$ cat config.mk
export PLATFORM = sky130hd
export DESIGN_NAME = prime_field_alu
export DESIGN_NICKNAME = d
export VERILOG_FILES = /design/src/design/pfa_pkg.sv /design/src/design/pfa_ctrl.sv /design/src/design/pfa_datapath.sv /design/src/design/prime_field_alu.sv
export VERILOG_INCLUDE_DIRS = /design/src /design/src/design
export SDC_FILE = /design/constraint.sdc
export NUM_CORES = 1
export LEC_CHECK = 0
export BUFFER_PORTS_ARGS = -buffer_cell sky130_fd_sc_hd__buf_2
export CAP_MARGIN = 10
export CELL_PAD_IN_SITES_DETAIL_PLACEMENT = 0
export CELL_PAD_IN_SITES_GLOBAL_PLACEMENT = 1
export CORE_ASPECT_RATIO = 0.7
export CORE_MARGIN = 2
export CORE_UTILIZATION = 50
export DETAILED_ROUTE_END_ITERATION = 8
export GPL_TIMING_DRIVEN = 0
export PLACE_DENSITY = 0.78
export SLEW_MARGIN = 30
export SYNTH_ARGS = -nofsm -noshare
export SYNTH_HDL_FRONTEND = slang
export SYNTH_SLANG_ARGS = --single-unit
$ cat constraint.sdc
create_clock -name i_clk -period 10.1 [get_ports i_clk]
set_input_delay 1.515 -clock i_clk [delete_from_list [all_inputs] [get_ports i_clk]]
set_output_delay 1.515 -clock i_clk [all_outputs]
set_load 0.02 [all_outputs]
$ cat src/design/prime_field_alu_macros.svh
// ----------------------------------------------------------------------------
// Assertion macros for the prime field ALU
// Short forms for clocked implications, disabled while reset is held.
// ----------------------------------------------------------------------------
`ifndef PRIME_FIELD_ALU_MACROS_SVH
`define PRIME_FIELD_ALU_MACROS_SVH

// The consequent must hold in the same cycle as the antecedent.
`define PFA_ASSERT_SAME(label, ante, cons) \
    label: assert property (@(posedge i_clk) disable iff (!i_rst_n) (ante) |-> (cons)) \
        else $error("prime field ALU check failed");

// The consequent must hold in the cycle after the antecedent.
`define PFA_ASSERT_NEXT(label, ante, cons) \
    label: assert property (@(posedge i_clk) disable iff (!i_rst_n) (ante) |=> (cons)) \
        else $error("prime field ALU check failed");

`endif

$ cat src/design/pfa_pkg.sv
// ----------------------------------------------------------------------------
// pfa_pkg
// Shared constants and controller/datapath interface types of the field ALU.
// ----------------------------------------------------------------------------
`timescale 1ns / 1ps
`default_nettype none

package pfa_pkg;

    localparam int ELEMENT_WIDTH_DEF = 16;
    localparam int MODULUS_RESET     = 65521;
    localparam int OP_WIDTH          = 3;

    localparam logic [OP_WIDTH-1:0] OP_ADD = 3'd0;
    localparam logic [OP_WIDTH-1:0] OP_SUB = 3'd1;
    localparam logic [OP_WIDTH-1:0] OP_NEG = 3'd2;
    localparam logic [OP_WIDTH-1:0] OP_MUL = 3'd3;
    localparam logic [OP_WIDTH-1:0] OP_INV = 3'd4;
    localparam logic [OP_WIDTH-1:0] OP_DIV = 3'd5;

    typedef enum logic [1:0] {DIV_NONE, DIV_A, DIV_B, DIV_EU} t_div_sel;
    typedef enum logic [1:0] {MUL_NONE, MUL_AB, MUL_QC, MUL_AX} t_mul_sel;
    typedef enum logic [1:0] {EU_NONE, EU_A, EU_B} t_eu_sel;
    typedef enum logic [2:0] {FIN_ZERO, FIN_ADD, FIN_SUB, FIN_NEG, FIN_MUL, FIN_CH} t_fin;

    typedef enum logic [3:0] {
        S_IDLE, S_RA_INIT, S_RA_RUN, S_RB_INIT, S_RB_RUN, S_OPSEL,
        S_M_INIT, S_M_RUN, S_E_INIT, S_E_TEST, S_E_DIV, S_E_MINIT,
        S_E_MUL, S_E_UPD, S_X_INIT, S_FIN
    } t_state;

    typedef struct packed {
        logic     ld;
        t_div_sel div_init;
        logic     div_step;
        t_mul_sel mul_init;
        logic     mul_step;
        logic     save_a;
        logic     save_b;
        t_eu_sel  eu_init;
        logic     eu_upd;
        logic     res_wr;
        t_fin     fin;
    } t_dp_cmd;

    typedef struct packed {
        logic last;
        logic rl_zero;
        logic mod_small;
        logic out_free;
    } t_dp_status;

endpackage

`default_nettype wire

$ cat src/design/pfa_ctrl.sv
// ----------------------------------------------------------------------------
// pfa_ctrl
// Sequencer: reduction, operation select, multiply, Euclid loop and result write.
// ----------------------------------------------------------------------------
`timescale 1ns / 1ps
`default_nettype none

module pfa_ctrl (
    input  wire logic                        i_clk,
    input  wire logic                        i_rst_n,
    input  wire logic                        i_valid,
    output logic                             o_stall,
    input  wire logic [pfa_pkg::OP_WIDTH-1:0] i_operation,
    input  wire pfa_pkg::t_dp_status         i_status,
    output pfa_pkg::t_dp_cmd                 o_cmd
);

    pfa_pkg::t_state                r_state, n_state;
    logic [pfa_pkg::OP_WIDTH-1:0]   r_op, n_op;
    pfa_pkg::t_fin                  r_fin, n_fin;

    always_ff @(posedge i_clk) begin
        if (!i_rst_n) begin
            r_state <= pfa_pkg::S_IDLE;
            r_op    <= pfa_pkg::OP_ADD;
            r_fin   <= pfa_pkg::FIN_ZERO;
        end else begin
            r_state <= n_state;
            r_op    <= n_op;
            r_fin   <= n_fin;
        end
    end

    always_comb begin
        n_state        = r_state;
        n_op           = r_op;
        n_fin          = r_fin;
        o_cmd          = '0;
        o_cmd.div_init = pfa_pkg::DIV_NONE;
        o_cmd.mul_init = pfa_pkg::MUL_NONE;
        o_cmd.eu_init  = pfa_pkg::EU_NONE;
        o_cmd.fin      = r_fin;
        o_stall        = (r_state != pfa_pkg::S_IDLE);
        unique case (r_state)
            pfa_pkg::S_IDLE: begin
                if (i_valid) begin
                    o_cmd.ld = 1'b1;
                    n_op     = i_operation;
                    if (i_status.mod_small || i_operation > pfa_pkg::OP_DIV) begin
                        n_fin   = pfa_pkg::FIN_ZERO;
                        n_state = pfa_pkg::S_FIN;
                    end else begin
                        n_state = pfa_pkg::S_RA_INIT;
                    end
                end
            end
            pfa_pkg::S_RA_INIT: begin
                o_cmd.div_init = pfa_pkg::DIV_A;
                n_state        = pfa_pkg::S_RA_RUN;
            end
            pfa_pkg::S_RA_RUN: begin
                o_cmd.div_step = 1'b1;
                if (i_status.last) n_state = pfa_pkg::S_RB_INIT;
            end
            pfa_pkg::S_RB_INIT: begin
                o_cmd.save_a   = 1'b1;
                o_cmd.div_init = pfa_pkg::DIV_B;
                n_state        = pfa_pkg::S_RB_RUN;
            end
            pfa_pkg::S_RB_RUN: begin
                o_cmd.div_step = 1'b1;
                if (i_status.last) n_state = pfa_pkg::S_OPSEL;
            end
            pfa_pkg::S_OPSEL: begin
                o_cmd.save_b = 1'b1;
                priority if (r_op == pfa_pkg::OP_ADD) begin
                    n_fin = pfa_pkg::FIN_ADD; n_state = pfa_pkg::S_FIN;
                end else if (r_op == pfa_pkg::OP_SUB) begin
                    n_fin = pfa_pkg::FIN_SUB; n_state = pfa_pkg::S_FIN;
                end else if (r_op == pfa_pkg::OP_NEG) begin
                    n_fin = pfa_pkg::FIN_NEG; n_state = pfa_pkg::S_FIN;
                end else if (r_op == pfa_pkg::OP_MUL) begin
                    n_state = pfa_pkg::S_M_INIT;
                end else begin
                    n_state = pfa_pkg::S_E_INIT;
                end
            end
            pfa_pkg::S_M_INIT: begin
                o_cmd.mul_init = pfa_pkg::MUL_AB;
                n_state        = pfa_pkg::S_M_RUN;
            end
            pfa_pkg::S_M_RUN: begin
                o_cmd.mul_step = 1'b1;
                if (i_status.last) begin
                    n_fin   = pfa_pkg::FIN_MUL;
                    n_state = pfa_pkg::S_FIN;
                end
            end
            pfa_pkg::S_E_INIT: begin
                o_cmd.eu_init = (r_op == pfa_pkg::OP_INV) ? pfa_pkg::EU_A : pfa_pkg::EU_B;
                n_state       = pfa_pkg::S_E_TEST;
            end
            pfa_pkg::S_E_TEST: begin
                if (i_status.rl_zero) begin
                    if (r_op == pfa_pkg::OP_INV) begin
                        n_fin   = pfa_pkg::FIN_CH;
                        n_state = pfa_pkg::S_FIN;
                    end else begin
                        n_state = pfa_pkg::S_X_INIT;
                    end
                end else begin
                    o_cmd.div_init = pfa_pkg::DIV_EU;
                    n_state        = pfa_pkg::S_E_DIV;
                end
            end
            pfa_pkg::S_E_DIV: begin
                o_cmd.div_step = 1'b1;
                if (i_status.last) n_state = pfa_pkg::S_E_MINIT;
            end
            pfa_pkg::S_E_MINIT: begin
                o_cmd.mul_init = pfa_pkg::MUL_QC;
                n_state        = pfa_pkg::S_E_MUL;
            end
            pfa_pkg::S_E_MUL: begin
                o_cmd.mul_step = 1'b1;
                if (i_status.last) n_state = pfa_pkg::S_E_UPD;
            end
            pfa_pkg::S_E_UPD: begin
                o_cmd.eu_upd = 1'b1;
                n_state      = pfa_pkg::S_E_TEST;
            end
            pfa_pkg::S_X_INIT: begin
                o_cmd.mul_init = pfa_pkg::MUL_AX;
                n_state        = pfa_pkg::S_M_RUN;
            end
            pfa_pkg::S_FIN: begin
                if (i_status.out_free) begin
                    o_cmd.res_wr = 1'b1;
                    n_state      = pfa_pkg::S_IDLE;
                end
            end
            default: n_state = pfa_pkg::S_IDLE;
        endcase
    end

endmodule

`default_nettype wire

$ cat src/design/pfa_datapath.sv
// ----------------------------------------------------------------------------
// pfa_datapath
// Modulus register, bit-serial divider, double-and-add modular multiplier,
// Euclid registers and the output register.
// ----------------------------------------------------------------------------
`timescale 1ns / 1ps
`default_nettype none

`include "prime_field_alu_macros.svh"

module pfa_datapath #(
    parameter int ELEMENT_WIDTH = pfa_pkg::ELEMENT_WIDTH_DEF
) (
    input  wire logic                     i_clk,
    input  wire logic                     i_rst_n,
    input  wire logic                     i_cfg_wr_en,
    input  wire logic [ELEMENT_WIDTH-1:0] i_cfg_wr_data,
    input  wire logic [ELEMENT_WIDTH-1:0] i_lhs,
    input  wire logic [ELEMENT_WIDTH-1:0] i_rhs,
    input  wire logic                     i_stall,
    output logic                          o_valid,
    output logic [ELEMENT_WIDTH-1:0]      o_result,
    input  wire pfa_pkg::t_dp_cmd         i_cmd,
    output pfa_pkg::t_dp_status           o_status
);

    localparam int W  = ELEMENT_WIDTH;
    localparam int CW = $clog2(W);

    logic [W-1:0]  r_mod;
    logic          r_o_valid;
    logic [W-1:0]  r_result;
    logic [W-1:0]  r_lhs, r_rhs, r_a, r_b;
    logic [W-1:0]  r_num, r_den, r_rem, r_quo;
    logic [W-1:0]  r_acc, r_mplier, r_mcand;
    logic [W-1:0]  r_rh, r_rl, r_ch, r_cl;
    logic [CW-1:0] r_cnt;

    logic [W:0]    mod_x;
    logic [W:0]    div_sh, div_diff;
    logic          div_ge;
    logic [W-1:0]  div_rem_n;
    logic [W:0]    dbl, dbl_r, sum, sum_r;
    logic [W-1:0]  mul_acc_n;
    logic [W:0]    eu_ext;
    logic [W:0]    add_s, sub_s;
    logic [W-1:0]  fin_val;
    logic          out_free;

    assign mod_x = {1'b0, r_mod};

    // One restoring-division bit per cycle.
    assign div_sh    = {r_rem, r_num[W-1]};
    assign div_diff  = div_sh - {1'b0, r_den};
    assign div_ge    = (div_sh >= {1'b0, r_den});
    assign div_rem_n = div_ge ? div_diff[W-1:0] : div_sh[W-1:0];

    // One multiplier bit per cycle, MSB first: acc = 2*acc + bit*mcand (mod p).
    always_comb begin
        dbl   = {r_acc, 1'b0};
        dbl_r = (dbl >= mod_x) ? dbl - mod_x : dbl;
        sum   = dbl_r + (r_mplier[W-1] ? {1'b0, r_mcand} : '0);
        sum_r = (sum >= mod_x) ? sum - mod_x : sum;
    end
    assign mul_acc_n = sum_r[W-1:0];

    // Next Euclid coefficient, kept reduced: ch - q*cl (mod p).
    assign eu_ext = {1'b0, r_ch} + ((r_ch >= r_acc) ? '0 : mod_x) - {1'b0, r_acc};

    assign add_s = {1'b0, r_a} + {1'b0, r_b};
    assign sub_s = {1'b0, r_a} + ((r_a >= r_b) ? '0 : mod_x) - {1'b0, r_b};

    always_comb begin
        unique case (i_cmd.fin)
            pfa_pkg::FIN_ZERO: fin_val = '0;
            pfa_pkg::FIN_ADD:  fin_val = (add_s >= mod_x) ? W'(add_s - mod_x) : add_s[W-1:0];
            pfa_pkg::FIN_SUB:  fin_val = sub_s[W-1:0];
            pfa_pkg::FIN_NEG:  fin_val = (r_a == '0) ? '0 : r_mod - r_a;
            pfa_pkg::FIN_MUL:  fin_val = r_acc;
            pfa_pkg::FIN_CH:   fin_val = r_ch;
            default:           fin_val = '0;
        endcase
    end

    assign out_free = !r_o_valid || !i_stall;

    always_ff @(posedge i_clk) begin
        if (!i_rst_n) begin
            r_mod     <= W'(pfa_pkg::MODULUS_RESET);
            r_o_valid <= 1'b0;
        end else begin
            if (i_cfg_wr_en) r_mod <= i_cfg_wr_data;
            if (i_cmd.res_wr) begin
                r_o_valid <= 1'b1;
            end else if (!i_stall) begin
                r_o_valid <= 1'b0;
            end
        end
    end

    always_ff @(posedge i_clk) begin
        if (i_cmd.ld) begin
            r_lhs <= i_lhs;
            r_rhs <= i_rhs;
        end
        if (i_cmd.div_init != pfa_pkg::DIV_NONE) begin
            r_rem <= '0;
            r_cnt <= CW'(W - 1);
            unique case (i_cmd.div_init)
                pfa_pkg::DIV_A:  begin r_num <= r_lhs; r_den <= r_mod; end
                pfa_pkg::DIV_B:  begin r_num <= r_rhs; r_den <= r_mod; end
                pfa_pkg::DIV_EU: begin r_num <= r_rh;  r_den <= r_rl;  end
                default:         begin r_num <= r_lhs; r_den <= r_mod; end
            endcase
        end
        if (i_cmd.div_step) begin
            r_rem <= div_rem_n;
            r_num <= {r_num[W-2:0], 1'b0};
            r_quo <= {r_quo[W-2:0], div_ge};
            r_cnt <= r_cnt - 1'b1;
        end
        if (i_cmd.mul_init != pfa_pkg::MUL_NONE) begin
            r_acc <= '0;
            r_cnt <= CW'(W - 1);
            unique case (i_cmd.mul_init)
                pfa_pkg::MUL_AB: begin r_mplier <= r_b;   r_mcand <= r_a;  end
                pfa_pkg::MUL_QC: begin r_mplier <= r_quo; r_mcand <= r_cl; end
                pfa_pkg::MUL_AX: begin r_mplier <= r_ch;  r_mcand <= r_a;  end
                default:         begin r_mplier <= r_b;   r_mcand <= r_a;  end
            endcase
        end
        if (i_cmd.mul_step) begin
            r_acc    <= mul_acc_n;
            r_mplier <= {r_mplier[W-2:0], 1'b0};
            r_cnt    <= r_cnt - 1'b1;
        end
        if (i_cmd.save_a) r_a <= r_rem;
        if (i_cmd.save_b) r_b <= r_rem;
        unique case (i_cmd.eu_init)
            pfa_pkg::EU_A: begin
                r_rh <= r_mod; r_rl <= r_a; r_ch <= '0; r_cl <= W'(1);
            end
            pfa_pkg::EU_B: begin
                r_rh <= r_mod; r_rl <= r_b; r_ch <= '0; r_cl <= W'(1);
            end
            default: ;
        endcase
        if (i_cmd.eu_upd) begin
            r_rh <= r_rl;
            r_rl <= r_rem;
            r_ch <= r_cl;
            r_cl <= eu_ext[W-1:0];
        end
        if (i_cmd.res_wr) r_result <= fin_val;
    end

    assign o_valid  = r_o_valid;
    assign o_result = r_result;

    assign o_status.last      = (r_cnt == '0);
    assign o_status.rl_zero   = (r_rl == '0);
    assign o_status.mod_small = (r_mod < W'(2));
    assign o_status.out_free  = out_free;

    `PFA_ASSERT_SAME(a_write_free, i_cmd.res_wr, out_free)
    `PFA_ASSERT_NEXT(a_red_a_below_p, i_cmd.save_a, r_a < r_mod)
    `PFA_ASSERT_NEXT(a_acc_below_p, i_cmd.mul_step, r_acc < r_mod)

endmodule

`default_nettype wire

$ cat src/design/prime_field_alu.sv
// ----------------------------------------------------------------------------
// prime_field_alu
// Add, subtract, negate, multiply, inverse and divide over GF(p).
// ----------------------------------------------------------------------------
// Usage:
//   A request (i_operation, i_lhs, i_rhs) is taken when i_valid is high and
//   o_stall is low. One result per request appears on o_result with o_valid
//   and is taken when i_stall is low. The modulus must be written through
//   i_cfg_wr_en / i_cfg_wr_data only while the unit is idle; the block does
//   not enforce this. With W = ELEMENT_WIDTH, both operands are reduced by a
//   one-bit-per-cycle divider, one after the other; add, subtract and negate
//   then write their result, and the next request is taken in the cycle
//   after that write. Multiply adds a pass of the serial double-and-add
//   multiplier. Inverse adds k Euclid rounds, each a test, a division, a
//   multiply of the quotient by a coefficient and an update, k being the
//   number of division steps of Euclid on (p, a); divide runs the rounds on
//   (p, b) and adds one multiply on top.
//   One request is in work at a time; the output register lets the next
//   request be taken while a result waits under i_stall, and the final
//   write waits only for that register to free up.
//   Reset clears the sequencer and the output valid and loads p = 65521.
// ----------------------------------------------------------------------------
`timescale 1ns / 1ps
`default_nettype none

module prime_field_alu #(
    parameter int ELEMENT_WIDTH = pfa_pkg::ELEMENT_WIDTH_DEF
) (
    input  wire logic                         i_clk,
    input  wire logic                         i_rst_n,
    input  wire logic                         i_cfg_wr_en,
    input  wire logic [ELEMENT_WIDTH-1:0]     i_cfg_wr_data,
    input  wire logic                         i_valid,
    output logic                              o_stall,
    input  wire logic [pfa_pkg::OP_WIDTH-1:0] i_operation,
    input  wire logic [ELEMENT_WIDTH-1:0]     i_lhs,
    input  wire logic [ELEMENT_WIDTH-1:0]     i_rhs,
    output logic                              o_valid,
    input  wire logic                         i_stall,
    output logic [ELEMENT_WIDTH-1:0]          o_result
);

    pfa_pkg::t_dp_cmd    cmd;
    pfa_pkg::t_dp_status status;

    pfa_ctrl u_ctrl (
        .i_clk       (i_clk),
        .i_rst_n     (i_rst_n),
        .i_valid     (i_valid),
        .o_stall     (o_stall),
        .i_operation (i_operation),
        .i_status    (status),
        .o_cmd       (cmd)
    );

    pfa_datapath #(
        .ELEMENT_WIDTH (ELEMENT_WIDTH)
    ) u_datapath (
        .i_clk         (i_clk),
        .i_rst_n       (i_rst_n),
        .i_cfg_wr_en   (i_cfg_wr_en),
        .i_cfg_wr_data (i_cfg_wr_data),
        .i_lhs         (i_lhs),
        .i_rhs         (i_rhs),
        .i_stall       (i_stall),
        .o_valid       (o_valid),
        .o_result      (o_result),
        .i_cmd         (cmd),
        .o_status      (status)
    );

endmodule

`default_nettype wire

==> results of run 1 <==
path summary, 6_finish.rpt:
kind	to	cells after the start	startpoint
setup / recovery	u_datapath.r_acc[10]	25	u_datapath.r_mod[1]
hold / removal	u_datapath.r_quo[14]	0	u_datapath.r_quo[13]
setup reg to reg	u_datapath.r_acc[10]	25	u_datapath.r_mod[1]
hold reg to reg	u_datapath.r_quo[14]	0	u_datapath.r_quo[13]
power by group through the flow:
stage                     logic (W)  clock network, W  registers (W)
after floorplan             0.00242                 0        0.00181
after global placement      0.00313                 0        0.00194
after detailed placement    0.00319                 0        0.00193
after CTS                   0.00322           0.00123        0.00191
after global routing        0.00362           0.00127        0.00194
final                       0.00328           0.00122        0.00193
area by class of cell:
class | count | area (um^2)
clock inverters | 23 | 255.2
clock buffers | 35 | 820.8
well taps | 544 | 680.7
plain buffers | 83 | 346.6
fillers | 3693 | 17950
multi-input cells | 1674 | 11640
inverters | 206 | 773.2
repair buffers | 88 | 474.2
flip-flops and latches | 287 | 8328
per-stage QoR:
step | util [%] | TNS (ns) | hold WS, ns
detailed placement | 53.90 | 0 | 0.4382
floorplan | - | 0 | 0.4278
global route | 56.51 | 0 | 0.4532
global placement | 53.57 | -146.16 | 0.4348
finish | 56.51 | 0 | 0.4475
CTS | 56.51 | 0 | 0.4446
logic make-up after synthesis:
logic type / Yosys count
and+or+nand+nor: 651
AOI/OAI and AO/OA: 635
buffers and inverters: 289
DFF: 287
adders and majority gates: 213
xor gates and xnor gates: 115
muxes: 60
cell usage in the layout, fill, tap and decap left out, types with 27 or more instances in the layout:
cell and n:
o21ai_0 192, dfxtp_1 29, mux2i_1 42, xnor2_1 72
a21oi_1 185, nor2_1 153, edfxtp_1 258, fa_1 37
nand2_1 216, nor3_1 56, and2_1 42, ha_1 176
clkbuf_16 31, nor2b_1 27, buf_2 85, clkbuf_1 62
xor2_1 41, o211ai_1 34, inv_1 204, nand3_1 46
routing by layer:
metal  track usage (%)  vias to the layer above  wire [um]
met4             10.87                        0       2722
met2             43.84                     1053      27840
met1             49.53                     8544      32770
li1                  -                     8355          -
met3             6.194                      134       8128
met5                 0                        -          0
==> metrics.txt, run 1 <==
register area share after synthesis 39.53%; Hold Path Class register to register; global-route wire length before repair 104100 um; drt wl/cell 24.31 um; LEAKAGE 9.383 nW; Total Wirelength 71470 um; sequential power share 30.0%; top post-synthesis cells by area edfxtp_1 37%, ha_1 10%, o21ai_0 4.6%; vias in the first global route 16.41k; Avg Synthesized Cell Area 9.364 um^2; crit-path max cell delay 0.64 ns; synth unique cells 82; CP max-delay cell dfxtp_1; total setup buffers inserted after CTS 0; outcome completed; die span in x 249.4 um; ys async rst share 0%; Worst-Skew Late Latency 0.61 ns; share of the synthesized area in the top cell type 36.77%; Worst Path Buf+Inv 4; Synth Flop Type edfxtp_1; Vias per Instance 6.152; design area 23320 um^2; Setup crit start kind register; Yosys reg bits 287; antenna fix cells 0; placed cells 2882; DP HPWL 55160 um; CTS clock-pin slew for the worst setup and hold paths 0.07 ns; grt total ovfl 0; I/O pin cnt 74; GRT Util Overall 31.92%; Final setup viols 0; Max-Cap Viols 0; Max FO, Critical Path 10; compound-cell area share of the yosys netlist 18.78%; Setup CP Type register to register; Top delay family on crit path compound AO/OA/AOI/OAI gates; crit path capture type register; die area 43820 um^2; Mapped Cells 2250; Tmin final 7.511 ns; fmax 133.1 MHz; final net count 2640; RSZ-0062 raised after global routing false; Slew @ Worst Pin 0.9902 ns; clock skew 0.01579 ns; Slew HR 33.40%; # DRC 0; total power draw 0.006427 W; xor and xnor area share after synthesis 4.959%; largest buffer count on any clock path 3; reg2reg setup slack 2.59 ns; Resize count post-CTS 0; fin. max-slew vios 0; pre-CTS setup slack 2.716 ns; via count 18.09k; share of total power in the clock network 19.0%; Power Dens Cells 275.6 nW/um^2; Syn. warnings 0; largest net degree at the start of global routing 36; die height 175.7 um; placed cell area 22250 um^2; core outline area 41270 um^2; fin crit share 74.37%; Synth Area in Simple Gates 14.51%; largest area contributor in the netlist edfxtp_1; synth-to-layout area growth 10.69%; antenna violations before repair 0; number of synthesized flops with an enable pin 258; routability congestion estimate 0.9984; Sw Share 43.85%; data arrival time of the critical path 7.84 ns; top post-synthesis cells by count 258 x edfxtp_1, 217 x nand2_1, 205 x inv_1; initial core utilization 51.05%; FP Rows 62; Sink Count 287; 1st-iter DRT viols 2480; combinational share of power 51.1%; CTS tree done; CTS root buffer clkbuf_16; mux contribution to synthesized area 2.957%; largest family of logic cells by synthesized area compound AO/OA/AOI/OAI gates; H-tree Lvls 1; top-count cell post-synth edfxtp_1; Routed Antenna Nets 0; switching power 0.002818 W; post-route insts no fill 2940; TritonRoute pass-1 iters 8; Fin. Hold Viols 0; share of layout cells above drive strength 1 8.264%; post-cts hold buffer count 0; Cell Area, Synth 21070 um^2; VDD IR max 0.0002168 V; Syn Nets 2519; worst setup margin 2.589 ns; internal power 0.003609 W; Synth Area in Adders 13.97%; critical path data required time 10.43 ns; number of port buffers 72; CTS Buf Count 31
Note: power is estimated with default switching activity, not from simulation.
==> inputs of run 2 (changes only) <==
CORE_UTILIZATION = 45   (was 50)
PLACE_DENSITY = 0.74   (was 0.78)
clock period = 6.51 ns   (was 10.1 ns; I/O delays follow)
==> run 2 against run 1 <==
Net effect:
- core utilization fell by 4.7 points
- via count rose by 2.4%
- flip-flop and latch count did not move
- cell area rose by 3.0%
- die area rose by 11%
- highest routed layer unchanged
- total power rose by 57%
- combinational power rose by 65%
- register-to-register slack got worse by 2.6 ns
- largest power group unchanged
- critical path depth fell by 2
- sequential share of layout area fell by 0.85 points
==> metrics.txt, run 2 (synthesized netlist as in run 1, its figures left out) <==
post-cts hold buffer count 0 (unchanged); CTS Buf Count 29 (-6.5%); Hold Crit Endpoint u_datapath.r_quo[12]; number of port buffers 72 (unchanged); Slew HR 37.86% (+4.5 points); pre-CTS setup slack -1.174 ns (-3.891 ns); routability congestion estimate 0.9514 (-4.7%); 1st-iter DRT viols 2358 (-4.9%); design area 24010 um^2 (+3.0%); outcome completed; CTS root buffer clkbuf_16; Routed Antenna Nets 0 (unchanged); worst setup margin 0.02128 ns (-2.568 ns); initial core utilization 45.48% (-5.6 points); largest net degree at the start of global routing 36 (unchanged); FP Rows 66 (+6.5%); R2R cell count 23 (-8.0%); reg2reg setup slack 0.02 ns (-2.57 ns); Max-Cap Viols 0 (unchanged); Worst Hold Launch u_datapath.r_quo[11]; most frequent cells in the layout 258 x edfxtp_1, 216 x nand2_1, 188 x inv_1; VDD IR max 0.0002932 V (+35%); largest buffer count on any clock path 3 (unchanged); final net count 2680 (+1.5%); Setup CP Type register to register; r2r startpoint u_datapath.r_mod[0]; Hold Path Depth 0 (unchanged); synth-to-layout area growth 13.98%; placed cell area 22340 um^2 (+0.42%); LEAKAGE 9.464 nW (+0.87%); fin. max-slew vios 0 (unchanged); grt total ovfl 0 (unchanged); commonest non-fill, non-tap cell in the layout edfxtp_1; Setup crit start kind register; crit path capture type register; Total Wirelength 77560 um (+8.5%); Power Dens Cells 420.6 nW/um^2 (+53%); Final setup viols 0 (unchanged); Slew @ Worst Pin 0.9322 ns (-0.05800 ns); Sink Count 287 (unchanged); critical path data required time 6.82 ns (-3.61 ns); Hold Path Class register to register; CTS clock-pin slew for the worst setup and hold paths 0.07 ns (about the same); antenna violations before repair 2 (+2); die height 185.0 um (+5.3%); # DRC 0 (unchanged); Worst-Skew Late Latency 0.62 ns (about the same); H-tree Lvls 1 (unchanged); Tmin final 6.489 ns (-1.022 ns); DP HPWL 58520 um (+6.1%); data arrival time of the critical path 6.80 ns (-1.04 ns); die area 48590 um^2 (+11%); fin crit share 99.67% (+25 points); fmax 154.1 MHz (+16%); I/O pin cnt 74 (unchanged); CTS tree done; Fin. Hold Viols 0 (unchanged); GRT Util Overall 31.32% (-0.59 points); core outline area 46330 um^2 (+12%); TritonRoute pass-1 iters 5 (-3); drt wl/cell 25.44 um (+4.7%); die span in x 262.6 um (+5.3%); Max FO, Critical Path 10 (unchanged); via count 18.53k (+2.4%); Vias per Instance 6.079 (-1.2%); share of layout cells above drive strength 1 12.41% (+4.1 points); vias in the first global route 16.95k (+3.3%); clock skew 0.02588 ns (+0.01009 ns); global-route wire length before repair 111800 um (+7.4%); r2r endpoint u_datapath.r_acc[10]
[run 2: cell count changes in the layout (fill, tap and decap cells not counted), sizes merged]
cell,previous run,this run
clkbuf,99,100
diode,0,2
clkinv,15,14
inv,207,190
clkinvlp,3,18
bufinv,4,2
buf,107,149
[run 2: power by group]
group | total [W] | internal (W) | switching [W]
clock | 0.00170 | 0.000926 | 0.000775
combinational | 0.00541 | 0.00208 | 0.00333
sequential | 0.00299 | 0.00259 | 0.000400
total | 0.0101 | 0.00559 | 0.00451
[run 2: metal layers]
metal,global-route usage (%),part of all wire [%],vias up
met3,8.827,13,152
met5,0,0,-
met1,46.30,44,8942
met2,43.51,39,981
met4,10.51,4.2,0
li1,-,-,8454
[run 2: how the worst max path moves through the flow]
| stage | startpoint | to |
|---|---|---|
| 2_1_floorplan | u_datapath.r_acc[12] | u_datapath.r_acc[10] |
| 3_3_place_gp | u_ctrl.r_state[2] | u_datapath.r_cl[7] |
| 3_5_place_dp | u_datapath.r_mod[1] | u_datapath.r_acc[13] |
| 4_1_cts | u_datapath.r_mod[1] | u_datapath.r_acc[13] |
| 5_1_grt | u_datapath.r_mod[8] | u_datapath.r_acc[10] |
| 6_report | u_datapath.r_mod[0] | u_datapath.r_acc[10] |
[run 2: per-stage QoR]
| step | cells | util [%] | TNS, ns | total power, W | hold slack, ns |
|---|---|---|---|---|---|
| floorplan | 2250 | - | 0 | 0.006556 | 0.4278 |
| global placement | 2934 | 47.92 | -94.95 | 0.007955 | 0.4310 |
| detailed placement | 2944 | 48.22 | -17.05 | 0.008067 | 0.4369 |
| CTS | 3021 | 50.93 | -0.04484 | 0.009856 | 0.4517 |
| global route | 3047 | 51.83 | -0.1965 | 0.01075 | 0.4608 |
| finish | 3048 | 51.84 | 0 | 0.01010 | 0.4560 |
[run 2: layout make-up]
type / instances / area, um^2
diodes: 2 / 5.005
flip-flops and latches: 287 / 8371
fillers: 4322 / 22310
inverters: 206 / 833.3
well taps: 612 / 765.7
multi-input cells: 1674 / 11910
clock inverters: 18 / 165.2
repair buffers: 130 / 828.3
clock buffers: 36 / 772.0
plain buffers: 83 / 364.1
[run 2: what timing repair did]
action / in CTS / in global routing
setup endpoints to repair: 19 / 21
gates resized for setup: 46 / 56
pin swaps: 4 / 9
gates cloned: 0 / 0
setup buffers: 23 / 25
[run 2: worst max-delay path, cell delays in order, from the launching register on]
cell	delay [ns]
dfxtp_2	0.58
clkinvlp_4	0.34
buf_4	0.29
fa_1	0.45
nand3_1	0.14
a21oi_1	0.12
nor3_2	0.39
o21bai_1	0.11
a21oi_1	0.18
xor2_1	0.27
o21ai_0	0.18
ha_1	0.34
or2_2	0.29
a21oi_1	0.29
a311oi_4	0.10
or4_1	0.44
nand3_2	0.13
ha_4	0.22
and4_1	0.21
and2_1	0.20
a221o_1	0.35
clkbuf_4	0.21
o21ai_0	0.18
a21oi_1	0.13
